`config.mk`:
```
export PLATFORM = sky130hd
export DESIGN_NAME = text_console_cursor_tracker
export DESIGN_NICKNAME = d
export VERILOG_FILES = /design/src/tcct_pkg.sv /design/src/text_console_cursor_tracker.sv /design/src/tcct_ram.sv
export SDC_FILE = /design/constraint.sdc
export NUM_CORES = 2
export LEC_CHECK = 0
export BUFFER_PORTS_ARGS = -buffer_cell sky130_fd_sc_hd__buf_2
export CAP_MARGIN = 25
export CELL_PAD_IN_SITES_DETAIL_PLACEMENT = 2
export CELL_PAD_IN_SITES_GLOBAL_PLACEMENT = 2
export CORE_UTILIZATION = 49
export CTS_CLUSTER_SIZE = 24
export DETAILED_ROUTE_END_ITERATION = 12
export PLACE_DENSITY = 0.84
export SLEW_MARGIN = 5
export SYNTH_ARGS = -nofsm -noshare
export SYNTH_HDL_FRONTEND = slang
export SYNTH_SLANG_ARGS = --single-unit
```
`constraint.sdc`:
```
create_clock -name clk -period 22.4 [get_ports clk]
set_input_delay 3.36 -clock clk [delete_from_list [all_inputs] [get_ports clk]]
set_output_delay 3.36 -clock clk [all_outputs]
set_load 0.01 [all_outputs]
```
`src/tcct_pkg.sv`:
```
// ----------------------------------------------------------------------------
// tcct_pkg: shared types and constants for the text console cursor tracker
// Item and result structs, character codes, register indexes, FSM states.
// ----------------------------------------------------------------------------
package tcct_pkg;

  localparam int COORD_BITS    = 12;
  localparam int HISTORY_DEPTH = 256;
  localparam int HIST_AW       = $clog2(HISTORY_DEPTH);
  localparam int HIST_CW       = HIST_AW + 1;
  localparam int CODE_BITS     = 21;
  localparam int GLYPH_BITS    = 8;
  localparam int CFG_AW        = 3;
  localparam int CFG_DW        = 12;
  localparam int DIV_STEPS     = COORD_BITS;
  localparam int DIV_CW        = $clog2(DIV_STEPS + 1);

  // character codes
  localparam logic [CODE_BITS-1:0] CH_NUL       = CODE_BITS'(0);
  localparam logic [CODE_BITS-1:0] CH_BACKSPACE = CODE_BITS'(8);
  localparam logic [CODE_BITS-1:0] CH_TAB       = CODE_BITS'(9);
  localparam logic [CODE_BITS-1:0] CH_NEWLINE   = CODE_BITS'(10);
  localparam logic [CODE_BITS-1:0] CH_RETURN    = CODE_BITS'(13);

  // item kinds
  localparam logic KIND_CHAR = 1'b0;
  localparam logic KIND_HOME = 1'b1;

  // register indexes
  localparam logic [CFG_AW-1:0] REG_WIN_LEFT    = 3'd0;
  localparam logic [CFG_AW-1:0] REG_WIN_TOP     = 3'd1;
  localparam logic [CFG_AW-1:0] REG_WIN_RIGHT   = 3'd2;
  localparam logic [CFG_AW-1:0] REG_WIN_BOTTOM  = 3'd3;
  localparam logic [CFG_AW-1:0] REG_LINE_HEIGHT = 3'd4;
  localparam logic [CFG_AW-1:0] REG_SPACE_WIDTH = 3'd5;

  typedef struct packed {
    logic                  kind;
    logic [CODE_BITS-1:0]  char_code;
    logic [GLYPH_BITS-1:0] glyph_width;
  } tcct_in_t;

  typedef struct packed {
    logic                  rect_valid;
    logic [COORD_BITS-1:0] rect_left;
    logic [COORD_BITS-1:0] rect_top;
    logic [COORD_BITS-1:0] rect_right;
    logic [COORD_BITS-1:0] rect_bottom;
    logic                  scrolled;
    logic [COORD_BITS-1:0] cursor_x_out;
    logic [COORD_BITS-1:0] cursor_y_out;
  } tcct_out_t;

  typedef enum logic [1:0] {
    ST_IDLE,
    ST_DIV,
    ST_WAIT,
    ST_FIN
  } tcct_state_t;

endpackage

```
`src/text_console_cursor_tracker.sv`:
```
// ----------------------------------------------------------------------------
// text_console_cursor_tracker: cursor tracking for a pixel text console
// Flow: an accepted transaction passes through WAIT, or DIV for a tab
//   (12 restoring-divider steps for the tab stop), then FIN into the result register.
// Only one transaction is in flight: a new one is taken in IDLE once FIN commits;
//   the shared divider and the registered read of the x history RAM require this.
// Reset: synchronous, active low; cursor, history count and FSM clear,
//   window registers load their defaults. History RAM contents stay as is.
// ----------------------------------------------------------------------------
module text_console_cursor_tracker
  import tcct_pkg::*;
(
  input  logic              clk,
  input  logic              rst_n,
  // item channel
  input  logic              in_valid,
  output logic              in_ready,
  input  tcct_in_t          in_data,
  // result channel
  output logic              out_valid,
  input  logic              out_ready,
  output tcct_out_t         out_data,
  // configuration
  input  logic              cfg_we,
  input  logic [CFG_AW-1:0] cfg_index,
  input  logic [CFG_DW-1:0] cfg_wdata
);

  localparam int CW = COORD_BITS;

  // window registers
  logic [CW-1:0] win_left_r, win_top_r, win_right_r, win_bottom_r;
  logic [7:0]    line_height_r, space_width_r;

  // architectural state
  logic [CW-1:0]      cursor_x_r, cursor_x_nxt;
  logic [CW-1:0]      cursor_y_r, cursor_y_nxt;
  logic [HIST_CW-1:0] hist_cnt_r, hist_cnt_nxt;

  tcct_state_t state_r, state_nxt;
  tcct_in_t    item_r;

  // shared divider: remainder, dividend shift, low quotient bits, step count
  logic [7:0]        rem_r;
  logic [CW-1:0]     dvd_r;
  logic [2:0]        quo_r;
  logic [DIV_CW-1:0] div_cnt_r;

  logic      out_valid_r;
  tcct_out_t out_r, res;

  logic in_fire, commit, div_run;

  // history RAM ports
  logic               hist_we;
  logic [HIST_AW-1:0] hist_waddr, hist_raddr;
  logic [CW-1:0]      hist_wdata, hist_rdata;

  // ---------------------------------------------------------------------------
  // configuration
  // ---------------------------------------------------------------------------
  always_ff @(posedge clk) begin
    if (!rst_n) begin
      win_left_r    <= CW'(0);
      win_top_r     <= CW'(0);
      win_right_r   <= CW'(640);
      win_bottom_r  <= CW'(480);
      line_height_r <= 8'd16;
      space_width_r <= 8'd8;
    end else if (cfg_we) begin
      unique case (cfg_index)
        REG_WIN_LEFT:    win_left_r    <= cfg_wdata[CW-1:0];
        REG_WIN_TOP:     win_top_r     <= cfg_wdata[CW-1:0];
        REG_WIN_RIGHT:   win_right_r   <= cfg_wdata[CW-1:0];
        REG_WIN_BOTTOM:  win_bottom_r  <= cfg_wdata[CW-1:0];
        REG_LINE_HEIGHT: line_height_r <= cfg_wdata[7:0];
        REG_SPACE_WIDTH: space_width_r <= cfg_wdata[7:0];
        default: ;
      endcase
    end
  end

  // ---------------------------------------------------------------------------
  // sequencer: IDLE takes a transaction; tabs run the divider, everything
  // else passes through WAIT so the history read data lands; FIN
  // commits the result once the output register is free.
  // ---------------------------------------------------------------------------
  always_comb begin
    state_nxt = state_r;
    unique case (state_r)
      ST_IDLE: begin
        if (in_fire) begin
          state_nxt = (in_data.kind == KIND_CHAR && in_data.char_code == CH_TAB)
                      ? ST_DIV : ST_WAIT;
        end
      end
      ST_DIV: begin
        if (div_cnt_r == DIV_CW'(1)) begin
          state_nxt = ST_FIN;
        end
      end
      ST_WAIT: state_nxt = ST_FIN;
      ST_FIN: begin
        if (commit) begin
          state_nxt = ST_IDLE;
        end
      end
      default: state_nxt = ST_IDLE;
    endcase
  end

  always_comb begin
    in_ready = (state_r == ST_IDLE);
    div_run  = (state_r == ST_DIV);
    commit   = (state_r == ST_FIN) && (!out_valid_r || out_ready);
  end

  assign in_fire = in_valid && in_ready;

  // ---------------------------------------------------------------------------
  // shared restoring divider: (cursor_x - win_left) / space_width, one
  // quotient bit per cycle; only the low three quotient bits matter for the
  // eight-column tab stop.
  // ---------------------------------------------------------------------------
  logic [7:0] sw_eff;
  logic [8:0] div_shift;
  logic [9:0] div_diff;
  logic       div_ge;

  assign sw_eff    = (space_width_r == 8'd0) ? 8'd1 : space_width_r;
  assign div_shift = {rem_r, dvd_r[CW-1]};
  assign div_diff  = {1'b0, div_shift} - {2'b0, sw_eff};
  assign div_ge    = !div_diff[9];

  always_ff @(posedge clk) begin
    if (in_fire) begin
      rem_r     <= 8'd0;
      dvd_r     <= cursor_x_r - win_left_r;
      quo_r     <= 3'd0;
      div_cnt_r <= DIV_CW'(DIV_STEPS);
    end else if (div_run) begin
      rem_r     <= div_ge ? div_diff[7:0] : div_shift[7:0];
      dvd_r     <= {dvd_r[CW-2:0], 1'b0};
      quo_r     <= {quo_r[1:0], div_ge};
      div_cnt_r <= div_cnt_r - DIV_CW'(1);
    end
  end

  always_ff @(posedge clk) begin
    if (in_fire) begin
      item_r <= in_data;
    end
  end

  // ---------------------------------------------------------------------------
  // x history
  // ---------------------------------------------------------------------------
  logic [HIST_CW-1:0] cnt_eff;

  // a full stack restarts at empty before the item is handled
  assign cnt_eff    = hist_cnt_r[HIST_CW-1] ? HIST_CW'(0) : hist_cnt_r;
  assign hist_raddr = HIST_AW'(cnt_eff - HIST_CW'(1));

  tcct_ram #(
    .WIDTH(CW),
    .DEPTH(HISTORY_DEPTH)
  ) u_hist (
    .clk  (clk),
    .we   (hist_we),
    .waddr(hist_waddr),
    .wdata(hist_wdata),
    .raddr(hist_raddr),
    .rdata(hist_rdata)
  );

  // ---------------------------------------------------------------------------
  // result and next state, evaluated in FIN
  // ---------------------------------------------------------------------------
  logic          nl_scroll, wrap, push;
  logic [CW-1:0] lh_w, lh7, y_nl, px, py, adv, step;
  logic [3:0]    tab_cols;

  always_comb begin
    lh_w      = {{(CW-8){1'b0}}, line_height_r};
    lh7       = {lh_w[CW-4:0], 3'b000} - lh_w;
    // newline scrolls by eight lines first when the next line would pass the bottom
    nl_scroll = ({1'b0, cursor_y_r} + {1'b0, lh_w}) >= {1'b0, win_bottom_r};
    y_nl      = nl_scroll ? (cursor_y_r - lh7) : (cursor_y_r + lh_w);

    wrap = ({1'b0, cursor_x_r} + {{(CW-7){1'b0}}, item_r.glyph_width})
           >= {1'b0, win_right_r};
    px   = wrap ? win_left_r : cursor_x_r;
    py   = wrap ? y_nl : cursor_y_r;

    tab_cols = 4'd8 - {1'b0, quo_r};
    adv      = {{(CW-8){1'b0}}, sw_eff} * {{(CW-4){1'b0}}, tab_cols};

    res          = '0;
    cursor_x_nxt = cursor_x_r;
    cursor_y_nxt = cursor_y_r;
    hist_cnt_nxt = cnt_eff;
    push         = 1'b0;
    hist_waddr   = cnt_eff[HIST_AW-1:0];
    hist_wdata   = cursor_x_r;
    step         = '0;

    priority if (item_r.kind == KIND_HOME) begin
      cursor_x_nxt = win_left_r;
      cursor_y_nxt = win_top_r;
      hist_cnt_nxt = '0;
    end else if (item_r.char_code == CH_NEWLINE) begin
      res.scrolled = nl_scroll;
      cursor_x_nxt = win_left_r;
      cursor_y_nxt = y_nl;
      hist_cnt_nxt = '0;
    end else if (item_r.char_code == CH_RETURN) begin
      cursor_x_nxt = win_left_r;
      hist_cnt_nxt = '0;
    end else if (item_r.char_code == CH_TAB) begin
      push            = 1'b1;
      res.rect_valid  = 1'b1;
      res.rect_left   = cursor_x_r;
      res.rect_top    = cursor_y_r;
      res.rect_right  = cursor_x_r + adv;
      res.rect_bottom = cursor_y_r + lh_w;
      cursor_x_nxt    = cursor_x_r + adv;
      hist_cnt_nxt    = cnt_eff + HIST_CW'(1);
    end else if (item_r.char_code == CH_BACKSPACE) begin
      if (cnt_eff != '0) begin
        res.rect_valid  = 1'b1;
        res.rect_left   = hist_rdata;
        res.rect_top    = cursor_y_r;
        res.rect_right  = cursor_x_r;
        res.rect_bottom = cursor_y_r + lh_w;
        cursor_x_nxt    = hist_rdata;
        hist_cnt_nxt    = cnt_eff - HIST_CW'(1);
      end
    end else if (item_r.char_code == CH_NUL) begin
      hist_cnt_nxt = cnt_eff;
    end else begin
      // printable: wrap to a new line first if the glyph would reach or pass the right edge
      step            = {{(CW-8){1'b0}}, item_r.glyph_width};
      push            = 1'b1;
      hist_waddr      = wrap ? '0 : cnt_eff[HIST_AW-1:0];
      hist_wdata      = px;
      res.scrolled    = wrap && nl_scroll;
      res.rect_valid  = 1'b1;
      res.rect_left   = px;
      res.rect_top    = py;
      res.rect_right  = px + step;
      res.rect_bottom = py + lh_w;
      cursor_x_nxt    = px + step;
      cursor_y_nxt    = py;
      hist_cnt_nxt    = (wrap ? HIST_CW'(0) : cnt_eff) + HIST_CW'(1);
    end

    res.cursor_x_out = cursor_x_nxt;
    res.cursor_y_out = cursor_y_nxt;
    hist_we          = commit && push;
  end

  // ---------------------------------------------------------------------------
  // state and output registers
  // ---------------------------------------------------------------------------
  always_ff @(posedge clk) begin
    if (!rst_n) begin
      state_r     <= ST_IDLE;
      cursor_x_r  <= '0;
      cursor_y_r  <= '0;
      hist_cnt_r  <= '0;
      out_valid_r <= 1'b0;
    end else begin
      state_r <= state_nxt;
      if (commit) begin
        cursor_x_r  <= cursor_x_nxt;
        cursor_y_r  <= cursor_y_nxt;
        hist_cnt_r  <= hist_cnt_nxt;
        out_valid_r <= 1'b1;
      end else if (out_ready) begin
        out_valid_r <= 1'b0;
      end
    end
  end

  always_ff @(posedge clk) begin
    if (commit) begin
      out_r <= res;
    end
  end

  assign out_valid = out_valid_r;
  assign out_data  = out_r;

  // ---------------------------------------------------------------------------
  // assertions
  // ---------------------------------------------------------------------------
  a_accept_starts_work: assert property (@(posedge clk) disable iff (!rst_n)
    in_fire |=> (state_r == ST_DIV || state_r == ST_WAIT))
    else $error("accepted transaction did not start work");

  a_hist_bound: assert property (@(posedge clk) disable iff (!rst_n)
    hist_cnt_r <= HIST_CW'(HISTORY_DEPTH))
    else $error("history count beyond depth");

  a_div_count: assert property (@(posedge clk) disable iff (!rst_n)
    div_run |-> div_cnt_r != '0)
    else $error("divider running with no steps left");

  a_fin_holds: assert property (@(posedge clk) disable iff (!rst_n)
    (state_r == ST_FIN && out_valid_r && !out_ready) |=> state_r == ST_FIN)
    else $error("result committed over an untaken one");

endmodule

```
`src/tcct_ram.sv`:
```
// ----------------------------------------------------------------------------
// tcct_ram: generic single-write, single-read RAM
// One write port, one read port with registered read data.
// ----------------------------------------------------------------------------
module tcct_ram #(
  parameter int WIDTH = 8,
  parameter int DEPTH = 16
) (
  input  logic                     clk,
  input  logic                     we,
  input  logic [$clog2(DEPTH)-1:0] waddr,
  input  logic [WIDTH-1:0]         wdata,
  input  logic [$clog2(DEPTH)-1:0] raddr,
  output logic [WIDTH-1:0]         rdata
);

  logic [WIDTH-1:0] mem [DEPTH];

  always_ff @(posedge clk) begin
    if (we) begin
      mem[waddr] <= wdata;
    end
    rdata <= mem[raddr];
  end

endmodule
```
==> impl_metrics.csv, run 1 <==
group,metric,value,unit
status,status,"did not finish",
status,lastStage,"detailed placement",
status,error_line,"[ERROR DPL-0033] detailed placement checks failed during check placement.",
synthesis,synthCells,7280,
synthesis,synth-edff-count,3188,
floorplan,start_util,49.41,%
placed_design,hpwlAfterDp,377300,µm
floorplan,die_w,525.2,µm
synthesis,ys_seq_area_share,73.26,%
synthesis,mappedNetlistArea,134100,µm²
floorplan,rows,191,
synthesis,ys.flop_type,"edfxtp_1",
synthesis,syn_nets,7480,
placed_design,io_buffers,125,
floorplan,die_height,525.2,µm
synthesis,yosys_register_bits,3315,
synthesis,ys_types,91,
floorplan,io_pins,126,
synthesis,avgSynthCellArea,18.43,µm²
synthesis,yosysWarnings,0,
placed_design,gp_congestion,0.8955,
synthesis,synth-async-reset-ratio,0,%
==> logic make-up after synthesis <==
logic type / count (synthesis) / synth area share (%)
and+or+nand+nor: 1689 / 5.513
muxes: 865 / 14.15
adders and majority gates: 150 / 1.578
buffers and inverters: 552 / 1.884
DFF: 3315 / 73.26
xor gates and xnor gates: 75 / 0.5009
AOI/OAI and AO/OA: 634 / 3.112
==> stage by stage <==
| stage | area (µm²) | instances |
|---|---|---|
| floorplan | 134100 | 7280 |
| global placement | 138900 | 10723 |
==> cells in the mapped netlist, drive strengths merged, types with 30 or more instances <==
| cell | instances | area share (%) |
|---|---|---|
| a211oi | 52 | 0.30 |
| a21oi | 163 | 0.62 |
| a221oi | 45 | 0.29 |
| a22oi | 30 | 0.17 |
| buf | 248 | 1.0 |
| clkbuf | 152 | 0.43 |
| dfxtp | 127 | 1.9 |
| edfxtp | 3188 | 71 |
| fa | 32 | 0.48 |
| ha | 118 | 1.1 |
| inv | 150 | 0.42 |
| mux2i | 30 | 0.22 |
| mux4 | 824 | 14 |
| nand2 | 782 | 2.2 |
| nand3 | 243 | 0.91 |
| nand4 | 55 | 0.26 |
| nor2 | 399 | 1.1 |
| nor3 | 66 | 0.26 |
| nor4 | 33 | 0.21 |
| o21ai | 128 | 0.48 |
| xnor2 | 53 | 0.36 |
==> inputs of run 2 (changes only) <==
--- a/config.mk
+++ b/config.mk
@@ -7,12 +7,9 @@
 export LEC_CHECK = 0
 export BUFFER_PORTS_ARGS = -buffer_cell sky130_fd_sc_hd__buf_2
 export CAP_MARGIN = 25
-export CELL_PAD_IN_SITES_DETAIL_PLACEMENT = 2
-export CELL_PAD_IN_SITES_GLOBAL_PLACEMENT = 2
-export CORE_UTILIZATION = 49
-export CTS_CLUSTER_SIZE = 24
+export CORE_UTILIZATION = 38
 export DETAILED_ROUTE_END_ITERATION = 12
-export PLACE_DENSITY = 0.84
+export PLACE_DENSITY_LB_ADDON = 0.15
 export SLEW_MARGIN = 5
 export SYNTH_ARGS = -nofsm -noshare
 export SYNTH_HDL_FRONTEND = slang
==> run 2 against run 1 <==
Effect of this change:
- the flow now finishes, with violations (slew limit)
- synthesized area unchanged
- synthesized cell count unchanged
==> impl_metrics.csv, run 2 <==
group,metric,value,unit
clocking,cts_setup_buffers,0,
clocking,htreeDepth,5,
final_layout,final_cell_mix,"3188 x edfxtp_1, 824 x mux4_2, 773 x nand2_1",
critical_path,crit_start,"item_r[0]$_DFFE_PP_",
floorplan,die_height,596.1,µm
synthesis,synth-async-reset-ratio,0,%
sta,slew-limit-headroom,-2.799,%
sta,fin_crit_sh,35.81,%
clocking,cts-resized-gates,0,
floorplan,start_util,38.30,%
detailed_routing,dr.first_iter.drc_count,7587,
clocking,worstSkewPairLatency,0.95,ns
detailed_routing,ant_nets,0,
sta,slew_viol_final,56,
synthesis,synth_area_leaders,"edfxtp_1 71%, mux4_2 14%, nand2_1 2.2%, dfxtp_1 1.9%, nor2_1 1.1%",
clocking,cts_sinks,3315,
global_routing,grt-ovfl-total,0,
final_layout,nets,7949,
critical_path,crit_top_cell,"buf_4",
critical_path,r2r-start,"item_r[0]$_DFFE_PP_",
synthesis,ys_seq_area_share,73.26,%
final_layout,drive_above_1_share,24.31,%
worst_hold_path,hold_path_class,"reg2reg",
synthesis,syn_nets,7480,
detailed_routing,routedWlPerCell,30.40,µm
pwr,powerDensity,97.23,nW/µm²
final_layout,layout_commonest_cell,"edfxtp_1",
critical_path,path_class,"reg2reg",
sta,hold_viol,0,
pwr,ir_drop,0.07663,mV
critical_path,start_kind,"flip-flop",
pwr,power,15.01,mW
global_routing,grt_pass1_vias,71828,
critical_path,slowest_delay,0.83,ns
synthesis,synth.most_common_cell,"edfxtp_1",
synthesis,synth-edff-count,3188,
critical_path,reg2regPathDepth,23,
synthesis,avgSynthCellArea,18.43,µm²
worst_hold_path,worstHoldStart,"win_top_r[9]$_SDFFE_PN0P_",
global_routing,grt_usage,21.34,%
global_routing,grt_max_degree,205,
floorplan,rows,217,
final_layout,largest_reg_flops,3072,
synthesis,yosys-top-cells-count,"3188 x edfxtp_1, 824 x mux4_2, 780 x nand2_1, 397 x nor2_1, 242 x nand3_1",
clocking,cts_buffers,359,
status,violations,"slew limit",
sta,setup_viol,0,
detailed_routing,route.vias.total,71289,
final_layout,top_register,"u_hist.mem",
synthesis,yosys_register_bits,3315,
clocking,clockRootBuffer,"clkbuf_16",
synthesis,synth_top_area_cell,"edfxtp_1",
floorplan,io_pins,126,
sta,fin_tns_setup,0,ns
clocking,cts_hold_buf,0,
sta,fmax,124.7,MHz
sta,rsz0062_at_grt,"no",
floorplan,die_w,596.1,µm
global_routing,antenna_found_initial,14,
sta,fin_skew,0.06079,ns
detailed_routing,drc,0,
clocking,clockBufferDepth,4,
synthesis,ys_types,91,
clocking,cts_tree,"yes",
critical_path,rrSetupSlack,14.38,ns
floorplan,die-area,355400,µm²
synthesis,synth_top_cell_area_share,71.37,%
floorplan,core-area,350200,µm²
detailed_routing,drtPass1Iterations,5,
synthesis,ys.flop_type,"edfxtp_1",
global_routing,grt_pass1_wl,545200,µm
run,maxCapViolations,0,
synthesis,mappedNetlistArea,134100,µm²
critical_path,critPathMaxFanout,76,
detailed_routing,totalWireLength,384500,µm
placed_design,gp_congestion,0.9203,
placed_design,io_buffers,125,
critical_path,cp_cell_sequence,"ha_1 -> inv_1 -> fa_1 -> nor2b_1 -> o31a_1 -> o21ai_0 -> nand2b_1 -> a21o_1 -> a21oi_1 -> xnor2_1 -> ha_1 -> and4_1 -> nand2_1 -> a221oi_1 -> o41a_1 -> nor2_4 -> buf_4 -> o21ai_0 -> nand2_1 -> nand2_4 -> buf_4 -> buf_4 -> buf_4",
synthesis,synthCells,7280,
sta,worstMarginPinSlew,1.542,ns
critical_path,cp.arrival,8.59,ns
clocking,clkSlewWorstSetupHoldPaths,0.06,ns
final_layout,syn2layout_area_growth,15.08,%
detailed_routing,viasPerCell,5.636,
sta,finalCriticalPeriod,8.021,ns
final_layout,fill_cells,30341,
critical_path,worstSetupEndpointType,"flip-flop",
synthesis,yosysWarnings,0,
status,status,"finished, violations left",
critical_path,cp-endpoint,"u_hist.mem[146][6]$_DFFE_PP_",
critical_path,slowest_stage,"buf_4",
placed_design,hpwlAfterDp,238300,µm
critical_path,required,22.97,ns
pwr,power.leakage,44.52,nW
critical_path,r2r-end,"u_hist.mem[146][6]$_DFFE_PP_",
-- run 2: cell counts after synthesis --
Identical to the previous run, type by type.
-- run 2: critical path, delay by kind of cell, from the launching register on --
family | cells | cell delay (ns)
and+or+nand+nor | 7 | 1.19
AOI/OAI and AO/OA | 7 | 2.15
adders and majority gates | 3 | 0.75
DFF | 1 | 0.41
buffers and inverters | 5 | 2.82
xor gates and xnor gates | 1 | 0.11
-- run 2: area by class of cell --
class | count | area [µm²] | share of cell area, %
antenna | 6 | 15.01 | 0.009726
multi-input combinational | 3413 | 33680 | 21.82
tap | 4599 | 5754 | 3.728
sequential | 3315 | 98270 | 63.66
inverter | 152 | 591.8 | 0.3834
clock buffer | 430 | 9387 | 6.081
timing repair buffer | 508 | 4194 | 2.717
clock inverter | 225 | 2469 | 1.599
-- run 2: layer usage --
layer  part of all wire, %  up-vias  GRT usage, %
li1                      -    30142             -
met1                    44    38114         30.66
met2                    48     2560         34.33
met3                   6.4      473         3.148
met4                   2.4        0         5.042
met5                     0        -             0
-- run 2: worst min path at each step --
stage / slack (ns) / end / depth (start not counted)
6_report: 0.46 / win_top_r[9]$_SDFFE_PN0P_ / 2
5_1_grt: 0.48 / win_top_r[6]$_SDFFE_PN0P_ / 2
4_1_cts: 0.46 / win_bottom_r[4]$_SDFFE_PN0P_ / 2
3_5_place_dp: 0.45 / win_bottom_r[4]$_SDFFE_PN0P_ / 2
3_3_place_gp: 0.44 / win_bottom_r[2]$_SDFFE_PN0P_ / 2
2_1_floorplan: 0.44 / win_bottom_r[10]$_SDFFE_PN0P_ / 2
-- run 2: kinds of logic after synthesis --
kind of cell | after synthesis | share of synthesized area [%]
compound gates | 634 | 3.112
buf+inv | 552 | 1.884
fa+ha+maj | 150 | 1.578
mux | 865 | 14.15
xor+xnor | 75 | 0.5009
flops | 3315 | 73.26
simple gates | 1689 | 5.513
-- run 2: power by group --
part           internal [mW]  switching, mW
logic                  0.580           1.27
clock network           3.51           2.49
registers               7.07         0.0816
-- run 2: through the flow --
step	cells	util, %	hold WS (ns)	worst slack [ns]	area, µm²
floorplan	7280	-	0.4363	6.335	134100
global placement	11832	40.21	0.4424	14.29	140800
detailed placement	11965	40.61	0.4476	14.35	142300
CTS	12620	44.00	0.4555	14.33	154100
global route	12644	44.07	0.4790	13.85	154400
finish	12648	44.07	0.4557	14.38	154400
Power figures use the tool's default switching activity.
